===== src/mbw_pkg.sv =====
package mbw_pkg;

  // grid bounds
  localparam int MAX_COLS = 64;
  localparam int MAX_ROWS = 64;
  localparam int CELLS    = MAX_COLS * MAX_ROWS;

  // zero-based coordinate and counter widths
  localparam int COL_W  = $clog2(MAX_COLS);
  localparam int ROW_W  = $clog2(MAX_ROWS);
  localparam int CELL_W = COL_W + ROW_W;
  localparam int CNT_W  = $clog2(CELLS + 1);

  // port field widths
  localparam int CFG_W     = 7;
  localparam int CFG_IDX_W = 3;
  localparam int FRAC_W    = 16;
  localparam int OUT_W     = 7;

  // grid size latched out of reset (register reset value 64, saturated)
  localparam int RST_COLS = (MAX_COLS < 64) ? MAX_COLS : 64;
  localparam int RST_ROWS = (MAX_ROWS < 64) ? MAX_ROWS : 64;

  // configuration register indexes
  typedef enum logic [CFG_IDX_W-1:0] {
    CFG_COLS      = 3'd0,
    CFG_ROWS      = 3'd1,
    CFG_START_COL = 3'd2,
    CFG_START_ROW = 3'd3
  } cfg_idx_e;

  // walk sequencer states
  typedef enum logic [2:0] {
    S_CLEAR,
    S_IDLE,
    S_RD1,
    S_EVAL,
    S_OUT
  } state_e;

  // neighbor directions in list order
  typedef enum logic [1:0] {
    DIR_RIGHT,
    DIR_LEFT,
    DIR_UP,
    DIR_DOWN
  } dir_e;

  // neighbor choice
  typedef struct packed {
    logic found;
    dir_e dir;
  } pick_t;

endpackage


===== src/mbw_visit_ram.sv =====
module mbw_visit_ram (
  input  logic                          clk_i,
  input  logic                          ra_en_i,
  input  logic [mbw_pkg::ROW_W-1:0]     ra_addr_i,
  output logic [mbw_pkg::MAX_COLS-1:0]  ra_data_o,
  input  logic                          rb_en_i,
  input  logic [mbw_pkg::ROW_W-1:0]     rb_addr_i,
  output logic [mbw_pkg::MAX_COLS-1:0]  rb_data_o,
  input  logic                          we_i,
  input  logic [mbw_pkg::ROW_W-1:0]     waddr_i,
  input  logic [mbw_pkg::MAX_COLS-1:0]  wdata_i
);

  // one word per grid row, one bit per column
  logic [mbw_pkg::MAX_COLS-1:0] mem [mbw_pkg::MAX_ROWS];

  // write port
  always_ff @(posedge clk_i) begin
    if (we_i) begin
      mem[waddr_i] <= wdata_i;
    end
  end

  // two registered read ports
  always_ff @(posedge clk_i) begin
    if (ra_en_i) begin
      ra_data_o <= mem[ra_addr_i];
    end
    if (rb_en_i) begin
      rb_data_o <= mem[rb_addr_i];
    end
  end

endmodule


===== config.mk =====
export PLATFORM = sky130hd
export DESIGN_NAME = mbw_visit_ram
export DESIGN_NICKNAME = d
export VERILOG_FILES = /design/src/mbw_pkg.sv /design/src/mbw_visit_ram.sv
export SDC_FILE = /design/constraint.sdc
export NUM_CORES = 2
export LEC_CHECK = 0
export BUFFER_PORTS_ARGS = -buffer_cell sky130_fd_sc_hd__buf_2
export CAP_MARGIN = 20
export CORE_UTILIZATION = 55
export CTS_CLUSTER_DIAMETER = 100
export DETAILED_ROUTE_END_ITERATION = 7
export PLACE_DENSITY = 0.72
export SYNTH_ARGS = -nofsm -noshare
export SYNTH_HDL_FRONTEND = slang
export SYNTH_SLANG_ARGS = --single-unit

===== constraint.sdc =====
create_clock -name clk_i -period 11.8 [get_ports clk_i]
set_input_delay 1.18 -clock clk_i [delete_from_list [all_inputs] [get_ports clk_i]]
set_output_delay 1.18 -clock clk_i [all_outputs]
set_load 0.02 [all_outputs]

# == Yosys cells after proc, flatten, opt, wreduce, memory -nomap -nowiden ==
# Memories as Yosys holds them, arrays and structs flattened. A register that Yosys moved wholly into a read port is not among the register bits.
# Index checks and enable logic that the tools add are counted.
# totals
ff_bits,0
in_bits,86
n_memories,1
ramBits,4096
# memory_table
memory,depth,width,rd,rd_ports_with_merged_regs,wr,line_no,rtl
mem,64,64,2,2,1,mbw_visit_ram.sv:15,logic [mbw_pkg::MAX_COLS-1:0] mem [mbw_pkg::MAX_ROWS];
# op_classes
mux,2
# ops
operator,n
1-bit two-way mux,2

# == Logic depth before layout (Yosys ltp) ==
# depth
ltp_word,2
depth_mapped,9

# == Least setup slack after synthesis ==
# OpenSTA, ideal clock, no wires.
# synth_path
path_type,input -> register
start,in waddr_i[3] (netlist name)
end,mem mem[48][0] (netlist name) (enable)
t_arrival_ns,6.026
setup_slack_ns,5.210
required_time_ns,11.236
setup_time_ns,0.564
cell_stages,4
path_cell_list,clkbuf_1 -> nor2b_1 -> nand4b_1 -> nor3_1
# synth_lines
element,line_no,rtl
start: declaration,mbw_visit_ram.sv:10,"input logic [mbw_pkg::ROW_W-1:0] waddr_i,"
end: declaration,mbw_visit_ram.sv:15,
# No word-level cell before the write port.

==> impl_summary.md <==
Outcome
The run finished with clean final reports.

Clock network
The hold buffer count at CTS is 0. The CTS clock-pin slew for the worst setup and hold paths is about 60 ps. The maximum clock path buffer count is 4.

The number of gates resized after cts is 0. The TritonCTS clock tree is done. The number of H-tree levels is 5. In this run, CTS created clock tree buffers numbering roughly 430. In this run the clock root is driven by a sky130_fd_sc_hd__clkbuf_16. Counting every sink on the clock net gives ~4200.

Buffers added to address setup during post-CTS repair amount to 0. The clock insertion delay at the later pin of the skew report is ~990 ps.

Worst setup path
Data arrives at the worst endpoint at 5610 ps. The type of the setup path with the least slack is input pin to flop. The register-to-register path setup slack is between 9000 and 10000 ps. The startpoint of the worst-slack reg-to-reg timing path is mem[10][61]$_DFFE_PP_.

The required time reported for the critical path endpoint is roughly 13000 ps. The kind of end point of the critical path is a flop. The endpoint of the worst register-to-register path is ra_data_o[61]$_DFFE_PP_.

The number of cells on the worst reg-to-reg path is 4. The maximum fanout along the worst path is 29. The worst setup path is launched from an input pin.

Pwr
The areal power density over the cells is ~160 mW/mm^2. The static leakage is roughly 65 nW. The peak ir drop on the vdd network is between 100 and 150 uV.

Timing
The final-report hold violation count is 0. The final setup violation count is 0. Setup repair after global routing left no endpoint under its margin.

For the pin with the worst max-slew slack, the measured transition is 1370 ps. The final number of max-transition violations is 0. The shortest period the worst path allows is approximately 4900 ps.

The final cycle utilization of the critical path is 41.6%. The final clock skew is around 60 ps. The worst slew margin relative to its limit is under 10%. Summed over all failing endpoints, the final setup total negative slack is 0 ps. Based on the critical path, the design can be clocked at up to just over 0.2 GHz.

Finish
The layout has about 23000 filler cells. Summing all multi-input logic gate instances after layout gives between 0.05 and 0.06 mm^2. At the end of the flow, the number of nets in the layout was between 9000 and 10000. The area growth from synthesis to layout is 11.2%. The cell area after layout is around 0.21 mm^2. The share of cells above drive strength 1 is a little over a third. In the final layout, flip-flops and latches occupy 0.127 mm^2.

Floorplanning
The initial core utilization is between 50% and 60%. The floorplan die area is between 0.3 and 0.4 mm^2. The number of placed I/O pins is about 210. The die extent in y is around 590 um. Row generation in the floorplan step produced roughly 210 rows.

The floorplan step defined a core boundary enclosing 0.341 mm^2. From left edge to right edge, the die measures between 500 and 600 um.

Placed design
The wire-length estimate of the detail-placed layout is approximately 360000 um. The post-placement cell area is roughly 0.20 mm^2. The final weighted congestion in routability-driven placement is around 0.9. Input and output buffers added on the ports amount to around 210.

Route
The final layout contains routed wiring with a total length of between 600000 and 700000 um. The mean routed wirelength per cell is roughly 47 um. The number of nets still failing antenna checks after routing is 0. Before antenna repair, the detailed router went through 6 iterations. The first routing iteration left roughly 20000 violations. For this run, design rule violations remaining after detail routing come to 0. The count of vias placed by the detailed router is about 110k. Using the TritonRoute via totals, the vias-per-cell ratio works out to 7.96.

Synth
Sorting the synthesized cells by area gives the leading types as sky130_fd_sc_hd__edfxtp_1 (67%), sky130_fd_sc_hd__mux4_2 (24%), sky130_fd_sc_hd__o22ai_1 (1.8%). Yosys mapped a number of flops with a built-in enable equal to around 4200. In this run the cell area of the synthesized design comes to 0.189 mm^2. The synthesized netlist cell count is 8841. The number of nets in the synthesized netlist is slightly below 9000.

The synthesized area per cell is 21.4 um^2. The cell taking the most area after synthesis is sky130_fd_sc_hd__edfxtp_1. The Yosys step of the flow raised 0 warnings. The count of cell types in the netlist is between 40 and 50. The top cell type by area accounts for 67.1% of the synthesized area. The portion of the post-synthesis area used by sequential elements is between 60% and 70%. The most used flip-flop cell after synthesis is sky130_fd_sc_hd__edfxtp_1. After synthesis the netlist holds a flip-flop and latch count of between 4000 and 5000.

Counting flops with an async set or reset pin after synthesis yields a share of 0%.

Global routing
The highest-utilization routing layer at the global route stage is met2. The met1 capacity usage during global routing is between 40% and 50%. The total routing usage reported by global routing is between 30% and 40%. The number of global-route vias before repair is between 100k and 150k.

The initial antenna violation count came to 73. Global routing used between 10 and 15% of the available met3 tracks. After global routing the overflow that remains totals 0. Entering global routing, the biggest net connects roughly 140 pins.

The first global-routing pass estimated around 900000 um of wire. The global routing usage on met2 is 54.8%.

Hold path
The path with the worst hold slack has its endpoint at mem[26][4]$_DFFE_PP_. The path class of the tightest hold or removal check is input pin to flop. Counting instances, the worst hold path has a depth of 1.

The worst hold path startpoint is wdata_i[4].

Run
Max-cap violations in this run came to 0.
==> where the power goes <==
part           switching, W  total [W]  internal [W]
Combinational       0.00165    0.00262      0.000974
Sequential         0.000131     0.0168        0.0167
Clock               0.00597     0.0139       0.00793
==> metal layers <==
| layer | wire [um] | vias to the layer above |
|---|---|---|
| li1 | - | 40317 |
| met1 | 207000 | 58379 |
| met2 | 289000 | 10841 |
| met3 | 109000 | 2290 |
| met4 | 49100 | 40 |
| met5 | 374 | - |
==> area by class of cell <==
class                   instances  share of cell area, %
well taps                    4536                   2.70
multi-input cells            3874                   28.1
diodes                        112                  0.133
inverters                       1                0.00298
repair buffers                528                   2.00
clock inverters               291                   1.47
flip-flops and latches       4224                   60.3
clock buffers                 489                   5.22
==> placed cells by master, fill, tap and decap left out, types with 41 or more instances in the layout <==
| master | Yosys | layout |
|---|---|---|
| sky130_fd_sc_hd__edfxtp_1 | 4224 | 4224 |
| sky130_fd_sc_hd__mux4_2 | 2016 | 2016 |
| sky130_fd_sc_hd__o22ai_1 | 533 | 533 |
| sky130_fd_sc_hd__clkbuf_16 | 0 | 430 |
| sky130_fd_sc_hd__buf_4 | 140 | 268 |
| sky130_fd_sc_hd__buf_2 | 242 | 203 |
| sky130_fd_sc_hd__mux2i_1 | 177 | 177 |
| sky130_fd_sc_hd__a22o_1 | 136 | 136 |
| sky130_fd_sc_hd__a221oi_1 | 134 | 134 |
| sky130_fd_sc_hd__a21oi_1 | 128 | 128 |
| sky130_fd_sc_hd__diode_2 | 0 | 112 |
| sky130_fd_sc_hd__clkinv_2 | 0 | 100 |
| sky130_fd_sc_hd__nor2_1 | 164 | 98 |
| sky130_fd_sc_hd__clkinv_1 | 0 | 97 |
| sky130_fd_sc_hd__a211oi_1 | 79 | 79 |
| sky130_fd_sc_hd__o221ai_1 | 73 | 73 |
| sky130_fd_sc_hd__nor2_4 | 0 | 64 |
| sky130_fd_sc_hd__nor3_1 | 63 | 61 |
| sky130_fd_sc_hd__clkbuf_1 | 296 | 59 |
| sky130_fd_sc_hd__bufinv_16 | 0 | 58 |
| sky130_fd_sc_hd__nor4_1 | 55 | 55 |
| sky130_fd_sc_hd__o22a_1 | 51 | 51 |
| sky130_fd_sc_hd__buf_12 | 0 | 41 |
==> metrics by stage <==
stage	power (W)	setup WS, ps	utilization, %	cells	hold slack, ps
6_report	0.0333	6890	61.7	14055	467
5_1_grt	0.0339	7030	61.6	14021	494
4_1_cts	0.0333	7100	61.5	13933	595
3_5_place_dp	0.0197	6080	57.4	13153	917
3_3_place_gp	0.0196	6090	57.3	13139	911
2_1_floorplan	0.0186	5210	-	8841	858
==> synth_stat cells (12+ instances only) <==
cell and number:
sky130_fd_sc_hd__o22a_1 51, sky130_fd_sc_hd__nand2b_1 18, sky130_fd_sc_hd__mux4_2 2016, sky130_fd_sc_hd__a21oi_1 128
sky130_fd_sc_hd__o221ai_1 73, sky130_fd_sc_hd__nand3_1 18, sky130_fd_sc_hd__nor3_1 63, sky130_fd_sc_hd__a221oi_1 134
sky130_fd_sc_hd__nor2_1 164, sky130_fd_sc_hd__buf_6 30, sky130_fd_sc_hd__a2111oi_0 12, sky130_fd_sc_hd__edfxtp_1 4224
sky130_fd_sc_hd__clkbuf_1 296, sky130_fd_sc_hd__o22ai_1 533, sky130_fd_sc_hd__nor2b_1 30, sky130_fd_sc_hd__nor4_1 55
sky130_fd_sc_hd__a311oi_1 13, sky130_fd_sc_hd__a22o_1 136, sky130_fd_sc_hd__mux2i_1 177, sky130_fd_sc_hd__a22oi_1 37
sky130_fd_sc_hd__a221oi_2 19, sky130_fd_sc_hd__mux2_2 16, sky130_fd_sc_hd__nand2_1 39, sky130_fd_sc_hd__buf_1 33
sky130_fd_sc_hd__a31oi_1 14, sky130_fd_sc_hd__a211oi_1 79, sky130_fd_sc_hd__buf_2 242, sky130_fd_sc_hd__buf_4 140
==> registers in the layout (all words and copies together), names as in the netlist <==
register and count:
ra_data_o 64, mem 4096, rb_data_o 64
==> cells by family after synthesis <==
| family | synth area share, % |
|---|---|
| buffers and inverters | 2.03 |
| AND/OR/NAND/NOR | 1.07 |
| multiplexers | 25.0 |
| flip-flops | 67.1 |
| AO/OA/AOI/OAI | 4.77 |
==> worst max-delay path, stage by stage <==
cell,delay [ps]
sky130_fd_sc_hd__buf_2,80
sky130_fd_sc_hd__buf_4,290
sky130_fd_sc_hd__inv_4,330
sky130_fd_sc_hd__buf_4,410
sky130_fd_sc_hd__nand3_4,810
sky130_fd_sc_hd__buf_4,630
sky130_fd_sc_hd__o22ai_1,200
sky130_fd_sc_hd__nor4_1,810
sky130_fd_sc_hd__o22a_1,690
==> how the worst max path moves through the flow <==
stage,from,end,slack [ps],cells past startpoint
floorplan,waddr_i[3],mem[48][0]$_DFFE_PP_,5210,4
global placement,rb_addr_i[4],rb_data_o[43]$_DFFE_PP_,6090,9
detailed placement,rb_addr_i[4],rb_data_o[43]$_DFFE_PP_,6080,9
CTS,rb_addr_i[4],rb_data_o[43]$_DFFE_PP_,7100,9
global route,rb_addr_i[4],rb_data_o[43]$_DFFE_PP_,7030,9
finish,rb_addr_i[4],rb_data_o[38]$_DFFE_PP_,6890,9
Power figures use the tool's default switching activity.
