[config.mk]
export PLATFORM = sky130hd
export DESIGN_NAME = mbw_neighbor_pick
export DESIGN_NICKNAME = d
export VERILOG_FILES = /design/src/mbw_pkg.sv /design/src/mbw_neighbor_pick.sv
export SDC_FILE = /design/constraint.sdc
export NUM_CORES = 1
export LEC_CHECK = 0
export BUFFER_PORTS_ARGS = -buffer_cell sky130_fd_sc_hd__buf_2
export CORE_MARGIN = 2
export CORE_UTILIZATION = 34
export DETAILED_ROUTE_END_ITERATION = 8
export PLACE_DENSITY = 0.66
export SLEW_MARGIN = 20
export SYNTH_ARGS = -nofsm -noshare
export SYNTH_HDL_FRONTEND = slang
export SYNTH_SLANG_ARGS = --single-unit
[constraint.sdc]
create_clock -name vclk -period 9.4
set_input_delay 0.94 -clock vclk [all_inputs]
set_output_delay 0.94 -clock vclk [all_outputs]
set_load 0.02 [all_outputs]
[src/mbw_pkg.sv]
package mbw_pkg;

  // grid bounds
  localparam int MAX_COLS = 64;
  localparam int MAX_ROWS = 64;
  localparam int CELLS    = MAX_COLS * MAX_ROWS;

  // zero-based coordinate and counter widths
  localparam int COL_W  = $clog2(MAX_COLS);
  localparam int ROW_W  = $clog2(MAX_ROWS);
  localparam int CELL_W = COL_W + ROW_W;
  localparam int CNT_W  = $clog2(CELLS + 1);

  // port field widths
  localparam int CFG_W     = 7;
  localparam int CFG_IDX_W = 3;
  localparam int FRAC_W    = 16;
  localparam int OUT_W     = 7;

  // grid size latched out of reset (register reset value 64, saturated)
  localparam int RST_COLS = (MAX_COLS < 64) ? MAX_COLS : 64;
  localparam int RST_ROWS = (MAX_ROWS < 64) ? MAX_ROWS : 64;

  // configuration register indexes
  typedef enum logic [CFG_IDX_W-1:0] {
    CFG_COLS      = 3'd0,
    CFG_ROWS      = 3'd1,
    CFG_START_COL = 3'd2,
    CFG_START_ROW = 3'd3
  } cfg_idx_e;

  // walk sequencer states
  typedef enum logic [2:0] {
    S_CLEAR,
    S_IDLE,
    S_RD1,
    S_EVAL,
    S_OUT
  } state_e;

  // neighbor directions in list order
  typedef enum logic [1:0] {
    DIR_RIGHT,
    DIR_LEFT,
    DIR_UP,
    DIR_DOWN
  } dir_e;

  // neighbor choice
  typedef struct packed {
    logic found;
    dir_e dir;
  } pick_t;

endpackage

[src/mbw_neighbor_pick.sv]
module mbw_neighbor_pick (
  input  logic [mbw_pkg::MAX_COLS-1:0] mid_row_i,
  input  logic [mbw_pkg::MAX_COLS-1:0] up_row_i,
  input  logic [mbw_pkg::MAX_COLS-1:0] down_row_i,
  input  logic [mbw_pkg::COL_W-1:0]    cur_col_i,
  input  logic [mbw_pkg::ROW_W-1:0]    cur_row_i,
  input  logic [mbw_pkg::COL_W-1:0]    last_col_i,
  input  logic [mbw_pkg::ROW_W-1:0]    last_row_i,
  input  logic [mbw_pkg::FRAC_W-1:0]   frac_i,
  output mbw_pkg::pick_t               pick_o
);

  logic [3:0]                      free;
  logic [2:0]                      n_free;
  logic [mbw_pkg::FRAC_W+2:0]      prod;
  logic [1:0]                      pick_idx;
  logic [mbw_pkg::COL_W-1:0]       col_right;
  logic [mbw_pkg::COL_W-1:0]       col_left;

  assign col_right = cur_col_i + mbw_pkg::COL_W'(1);
  assign col_left  = cur_col_i - mbw_pkg::COL_W'(1);

  // free neighbors in the order right, left, up, down
  always_comb begin
    free[0] = (cur_col_i != last_col_i) && !mid_row_i[col_right];
    free[1] = (cur_col_i != '0) && !mid_row_i[col_left];
    free[2] = (cur_row_i != '0) && !up_row_i[cur_col_i];
    free[3] = (cur_row_i != last_row_i) && !down_row_i[cur_col_i];
  end

  assign n_free   = 3'(free[0]) + 3'(free[1]) + 3'(free[2]) + 3'(free[3]);
  assign prod     = (mbw_pkg::FRAC_W+3)'(frac_i) * (mbw_pkg::FRAC_W+3)'(n_free);
  assign pick_idx = prod[mbw_pkg::FRAC_W+1:mbw_pkg::FRAC_W];

  // select the free neighbor whose rank equals the pick
  always_comb begin
    logic [1:0] rank;
    rank = '0;
    pick_o.found = (n_free != '0);
    pick_o.dir   = mbw_pkg::DIR_RIGHT;
    for (int i = 0; i < 4; i++) begin
      if (free[i]) begin
        if (rank == pick_idx) begin
          pick_o.dir = mbw_pkg::dir_e'(i[1:0]);
        end
        rank = rank + 2'd1;
      end
    end
  end

endmodule

## Word level (Yosys, flattened, before mapping)

Index checks and enable logic that the tools add are counted.

- Add/sub/neg operators: 7
- $mul: 1
- Magnitude comparators: 3
- Equal/unequal tests: 5
- Muxes and demuxes: 17
- Reductions and logical operators: 11

Operators by type and width:

| kind | number |
|---|---|
| binary-select mux 1 bit (select 6 bit) | 4 |
| < comparator 6 x 7 -> 1 bit, second input constant | 3 |
| multiplier 16 x 3 -> 18 bit | 1 |
| two-way mux 2 bit | 6 |
| != test 6 bit | 2 |
| nonzero test 6 bit | 2 |
| two-way mux 1 bit | 7 |
| adder 6 x 1 -> 6 bit, second input constant | 1 |
| == test 2 bit | 3 |
| subtractor 6 x 1 -> 6 bit, second input constant | 1 |
| adder 2 x 1 -> 2 bit, second input constant | 2 |
| logical AND 1 bit | 4 |
| logical NOT 1 bit | 4 |
| adder 2 x 1 -> 3 bit | 1 |
| adder 3 x 1 -> 3 bit | 1 |
| nonzero test 3 bit | 1 |
| adder 1 x 1 -> 2 bit | 1 |

- Register bits after elaboration: 0
- Input bits: 232
- Output and inout port bits: 3
- Logic and storage cells: 44

## Longest topological paths before layout

Gate-level depths: netlist of run 1.

- Depth after elaboration: 16
- Gate-level depth with buffers: 31
- Depth with buffers taken out: 23

## Worst setup path before layout of run 1

OpenSTA, ideal clock, no wires.

- Path kind: input-to-output
- From: in cur_col_i[1] (netlist bit)
- To: out pick_o[0] (netlist bit)
- Arrival: 7.745 ns
- Slack: 0.715 ns
- Cell stages on the path: 29
- Path through: buf_2 -> clkbuf_1 -> buf_2 -> inv_1 -> ha_1 -> clkbuf_1 -> mux4_2 -> mux2i_1 -> mux4_2 -> a221oi_1 -> a21o_1 -> inv_1 -> fa_1 -> ha_1 -> ha_1 -> clkbuf_1 -> clkbuf_1 -> nand2_1 -> fa_1 -> inv_1 -> ha_1 -> a21oi_1 -> o21ai_0 -> a22o_1 -> a2111oi_0 -> o2111ai_1 -> nor3b_1 -> a21oi_1 -> o32ai_1

RTL lines:

| what | line | RTL |
|---|---|---|
| start, declared | mbw_neighbor_pick.sv:5 | `input logic [mbw_pkg::COL_W-1:0] cur_col_i,` |
| end, declared | mbw_neighbor_pick.sv:10 | `output mbw_pkg::pick_t pick_o` |

==> flow_summary.ini, run 1 <==
[status]
outcome = completed

[critical_path]
critical_path.max_fanout = 32
critical_path.most_common_cell = sky130_fd_sc_hd__ha_1
worst_setup_path_start_kind = input pin
cp-end-kind = output pin
setup.worst_path.class = input pin to output pin
cp.required_ns = 8.46
crit_family = adder cells
critPathMaxStageDelay_ns = 0.59
worst-path-buf-inv = 6
timing.critical_path.from = cur_col_i[0]
critical_path_arrival_ns = 7.72
slowest_stage = sky130_fd_sc_hd__ha_1

[detailed_routing]
number_of_vias_per_cell = 5.470
detailroute.via_count = 4015
routedWlPerCell_um = 16.36
postRouteAntennaNets = 0
initial_detailed_routing_violation_count = 216
route.detailed.drc = 0
routed_wl_um = 12010
drt_pass1_iterations = 5

[floorplanning]
io_pins = 235
rows = 38
dieArea_um2 = 12140
chipWidth_um = 110.2
core_region_area_um2 = 10940
start_util_pct = 35.05
floorplan.die.height_um = 110.2

[flow_run]
max-cap-violations = 0

[synthesis]
synth_cell_types = 59
synth_largest_area_cell = sky130_fd_sc_hd__mux4_2
synth_top_area_share_pct = 38.79
yosysSeqAreaShare_pct = 0
library_cell_with_the_highest_instance_count_after_synthesis = sky130_fd_sc_hd__mux4_2
synth.area.mux_share_pct = 47.80
synth_top_cells_by_area = sky130_fd_sc_hd__mux4_2, sky130_fd_sc_hd__fa_1, sky130_fd_sc_hd__mux2i_1, sky130_fd_sc_hd__ha_1, sky130_fd_sc_hd__nand2_1
yosys.area_share.xor_xnor_pct = 7.019
avgSynthCellArea_um2 = 10.01
synth_simple_gate_area_share_pct = 14.92
synth_nets = 651
synth_area_um2 = 3832
area_fraction_in_compound_gates_after_synthesis_pct = 7.966
combinational_family_with_the_most_area_after_synthesis = multiplexers
adder_cell_share_of_the_synthesized_area_pct = 14.69
synthTopCellsByCount = sky130_fd_sc_hd__mux4_2, sky130_fd_sc_hd__nand2_1, sky130_fd_sc_hd__inv_1
post_synth_inst_count = 383
ys_warn_count = 0

[global_routing]
first_pass_grt_wire_length_um = 19130
largest_net_degree_at_the_start_of_global_routing = 34
total_congestion_overflow = 0
first_global_vias = 4059
antenna_found_initial = 0
groute.usage.overall_pct = 19.65

[cts]
post_cts_buffers = 0
cts.hold.buffers_added = 0
postCtsResizedCells = 0

[placed_design]
placement.setup.worst_slack_ns = 0.7449
routabilityCongestion = 0.8803
port_buffers = 235
placedInstanceArea_um2 = 5067
placed_cells_incl_taps = 734
dpl.hpwl_um = 10530

[cells_and_area]
antenna_cells = 0
finalInstanceArea_um2 = 5067
fillerInstances = 1030
nNetsFinal = 864
layout.sequential_cells = 0
layout-area-overhead-vs-synth_pct = 32.22
clock_buffer_count = 0
seq_area_um2 = 0
instances_no_fill = 734
share_of_layout_cells_above_drive_strength_1_pct = 53.37

[power_and_ir_drop]
cellLeakagePower_nw = 2.449
p_per_area_nw_per_um2 = 125.5
vdd.ir_drop.worst_uv = 108.6

[sta]
layout_min_cycle_time_ns = 8.659
max_freq_mhz = 115.5
post-route-period-util_pct = 92.11
unrepaired_setup_endpoints_after_global_routing = no
timing.setup.tns_ns = 0
worst_slew_pin_tran_ns = 0.6029
timing_max_transition_violations_final = 0
holdWs_ns = 2.502
final-setup-viol-count = 0
final_hold_viol_count = 0
relSlewSlack_pct = 59.61
layout_setup_ws_ns = 0.7413

[worst_hold_path]
min_path_type = input pin to output pin
hold_path_end = pick_o[0]
min_delay_path_depth = 6
min_from = last_row_i[4]
-- how the worst max path moves through the flow --
| stage | endpoint | depth (start not counted) |
|---|---|---|
| after global placement | pick_o[0] | 26 |
| after detailed placement | pick_o[0] | 26 |
| final | pick_o[0] | 26 |
| after floorplan | pick_o[0] | 29 |
| after global routing | pick_o[0] | 26 |
| after CTS | pick_o[0] | 26 |
-- routing by layer --
layer  wire (um)  vias to the layer above  global-route usage [%]
met5           0                        -                       0
met4          85                        0                   1.607
met3         827                        8                   2.058
met2        6386                      183                   36.42
met1        4707                     1928                   25.67
li1            -                     1896                       -
-- placed cells by master, fill, tap and decap left out, types with 9 or more instances in the layout --
cell                      instances
sky130_fd_sc_hd__xnor2_1         10
sky130_fd_sc_hd__fa_1            15
sky130_fd_sc_hd__nand2_1         52
sky130_fd_sc_hd__ha_1            21
sky130_fd_sc_hd__inv_1           33
sky130_fd_sc_hd__nand3_1         11
sky130_fd_sc_hd__mux4_2          66
sky130_fd_sc_hd__a21oi_1         11
sky130_fd_sc_hd__buf_2          234
sky130_fd_sc_hd__mux2i_1         30
sky130_fd_sc_hd__xor2_1          13
sky130_fd_sc_hd__nor2_1           9
-- stage by stage --
step / total power [mW] / util [%]
after CTS: 0.6433 / 46.34
after global placement: 0.6189 / 46.34
after floorplan: 0.4739 / -
after detailed placement: 0.6391 / 46.34
final: 0.6361 / 46.34
after global routing: 0.7223 / 46.34
-- area by class of cell --
| cell class | instances | area, um^2 | share of cell area (%) |
|---|---|---|---|
| well taps | 140 | 175.2 | 3.457 |
| repair buffers | 240 | 1216 | 24.00 |
| inverters | 36 | 135.1 | 2.667 |
| multi-input cells | 318 | 3541 | 69.88 |
-- worst min-delay path: stages --
cell,delay (ns)
sky130_fd_sc_hd__buf_2,0.08
sky130_fd_sc_hd__xnor2_1,0.15
sky130_fd_sc_hd__a31oi_4,0.12
sky130_fd_sc_hd__inv_2,0.05
sky130_fd_sc_hd__o32ai_1,0.06
sky130_fd_sc_hd__buf_2,0.16
-- power breakdown --
part / internal [mW] / switching (mW) / total (mW)
combinational: 0.291 / 0.346 / 0.636
sequential: 0 / 0 / 0
clock: 0 / 0 / 0
total: 0.291 / 0.346 / 0.636
-- cells by family (layout without fill, tap and decap cells) --
kind of cell    count (synthesis)  in the layout
mux                           100            100
buf+inv                        65            276
compound gates                 41             41
simple gates                  115            115
fa+ha+maj                      36             36
xor+xnor                       26             26
Note: power is estimated with default switching activity, not from simulation.
==> run 2, diff against run 1 <==
--- a/config.mk
+++ b/config.mk
@@ -10,4 +10,5 @@
 export CORE_UTILIZATION = 34
 export DETAILED_ROUTE_END_ITERATION = 8
+export GPL_TIMING_DRIVEN = 0
 export PLACE_DENSITY = 0.66
 export SLEW_MARGIN = 20
==> constraint.sdc (replaced) <==
create_clock -name vclk -period 8.05
set_input_delay 0.805 -clock vclk [all_inputs]
set_output_delay 0.805 -clock vclk [all_outputs]
set_load 0.05 [all_outputs]
==> run 2 against run 1 <==
  * Sequential share of layout area stayed put
  * Wire length rose by 16%
  * Largest power group unchanged
  * Cell area grew 9.3%
  * Global-route usage increased by 2.4 points
  * Critical endpoint unchanged
  * Clock-buffer cell count is the same
  * Core utilization up 4.3 points
==> flow_summary.ini, run 2 (synthesized netlist as in run 1, its figures left out) <==
[cells_and_area]
layout.sequential_cells = 0
nNetsFinal = 889
clock_buffer_count = 0
share_of_layout_cells_above_drive_strength_1_pct = 57.51
layout.core_utilization_pct = 50.63
final_common_cell = sky130_fd_sc_hd__buf_2
mostFrequentLayoutCells = sky130_fd_sc_hd__buf_2, sky130_fd_sc_hd__mux4_2, sky130_fd_sc_hd__nand2_1, sky130_fd_sc_hd__inv_1, sky130_fd_sc_hd__mux2i_1
layout-area-overhead-vs-synth_pct = 44.47
seq_area_um2 = 0
fillerInstances = 1015

[global_routing]
groute.usage.overall_pct = 22.04
busiest_layer_in_global_routing = met2
grtUsageMet3_pct = 1.822
first_pass_grt_wire_length_um = 20960
grt_use_met2_pct = 43.47
antenna_found_initial = 3
global_route.usage.met1_pct = 25.74
total_congestion_overflow = 0
largest_net_degree_at_the_start_of_global_routing = 11
first_global_vias = 4424

[power_and_ir_drop]
vdd.ir_drop.worst_uv = 201.7
cellLeakagePower_nw = 2.626
post-layout-total-power_uw = 959.7
p_per_area_nw_per_um2 = 173.3

[detailed_routing]
drt_pass1_iterations = 8
postRouteAntennaNets = 0
detailroute.via_count = 4223
number_of_vias_per_cell = 5.542
routed_wl_um = 13880
routedWlPerCell_um = 18.21
initial_detailed_routing_violation_count = 187
route.detailed.drc = 0

[floorplanning]
io_pins = 235
core_region_area_um2 = 10940
rows = 38
dieArea_um2 = 12140
start_util_pct = 35.05
floorplan.die.height_um = 110.2
chipWidth_um = 110.2

[flow_run]
max-cap-violations = 0

[sta]
post-route-period-util_pct = 96.63
final_hold_viol_count = 0
max_freq_mhz = 128.6
relSlewSlack_pct = 53.72
worst_slew_pin_tran_ns = 0.6907
final-setup-viol-count = 0
layout_min_cycle_time_ns = 7.779
timing_max_transition_violations_final = 0

[status]
outcome = completed

[critical_path]
critical_path.max_fanout = 10
worst_setup_path_start_kind = input pin
cp-end-kind = output pin
setup.worst_path.class = input pin to output pin
cp.required_ns = 7.24
critPathMaxStageDelay_ns = 0.55
slowest_stage = sky130_fd_sc_hd__fa_1
critical_path_arrival_ns = 6.97

[placed_design]
dpl.hpwl_um = 12120
routabilityCongestion = 0.8902
port_buffers = 233

[worst_hold_path]
min_path_type = input pin to output pin

[cts]
cts.hold.buffers_added = 0
## run 2: critical path: cells and delay by family
family,cells,cell delay (ns)
AOI/OAI and AO/OA,6,0.97
adders and majority gates,6,2.00
buffers and inverters,11,1.39
muxes,4,1.17
and+or+nand+nor,4,0.65
## run 2: where the power goes
part | leakage (nW) | internal [mW] | total, mW | switching [mW]
clock | 0.0000190 | 0.0000000500 | 0.0000000500 | 0
sequential | 0 | 0 | 0 | 0
combinational | 2.63 | 0.438 | 0.960 | 0.521
total | 2.63 | 0.438 | 0.960 | 0.521
## run 2: area by class of cell
class              instances  area, um^2  area share [%]
well taps                140       175.2           3.164
diodes                     3       7.507          0.1356
repair buffers           240        1232           22.26
plain buffers             25       276.5           4.994
multi-input cells        318        3710           67.01
inverters                 36       135.1           2.441
## run 2: path summary, 6_finish.rpt
kind,startpoint,to,slack (ns),depth (start not counted)
setup / recovery,cur_col_i[0],pick_o[0],0.27,31
hold / removal,last_row_i[4],pick_o[1],2.27,6
## run 2: stage by stage
stage	cell area, um^2	setup slack, ns	setup TNS, ns	std cells	hold WS (ns)
floorplan	3865	0.07852	0	383	2.074
global placement	5206	-1.074	-2.062	756	2.290
detailed placement	5206	-1.244	-2.379	756	2.290
CTS	5429	0.01354	0	758	2.271
global route	5537	-0.02038	-0.02038	762	2.311
finish	5537	0.2712	0	762	2.268
## run 2: per-layer routing
| layer | up-vias | part of all wire, % |
|---|---|---|
| li1 | 1952 | - |
| met1 | 2066 | 37 |
| met2 | 188 | 55 |
| met3 | 17 | 6.3 |
| met4 | 0 | 1.5 |
| met5 | - | 0 |
## run 2: timing repair
item / CTS / global route
pin swaps: 4 / 5
setup endpoints to repair: 2 / 2
setup buffers: 5 / 2
resized for setup: 43 / 18
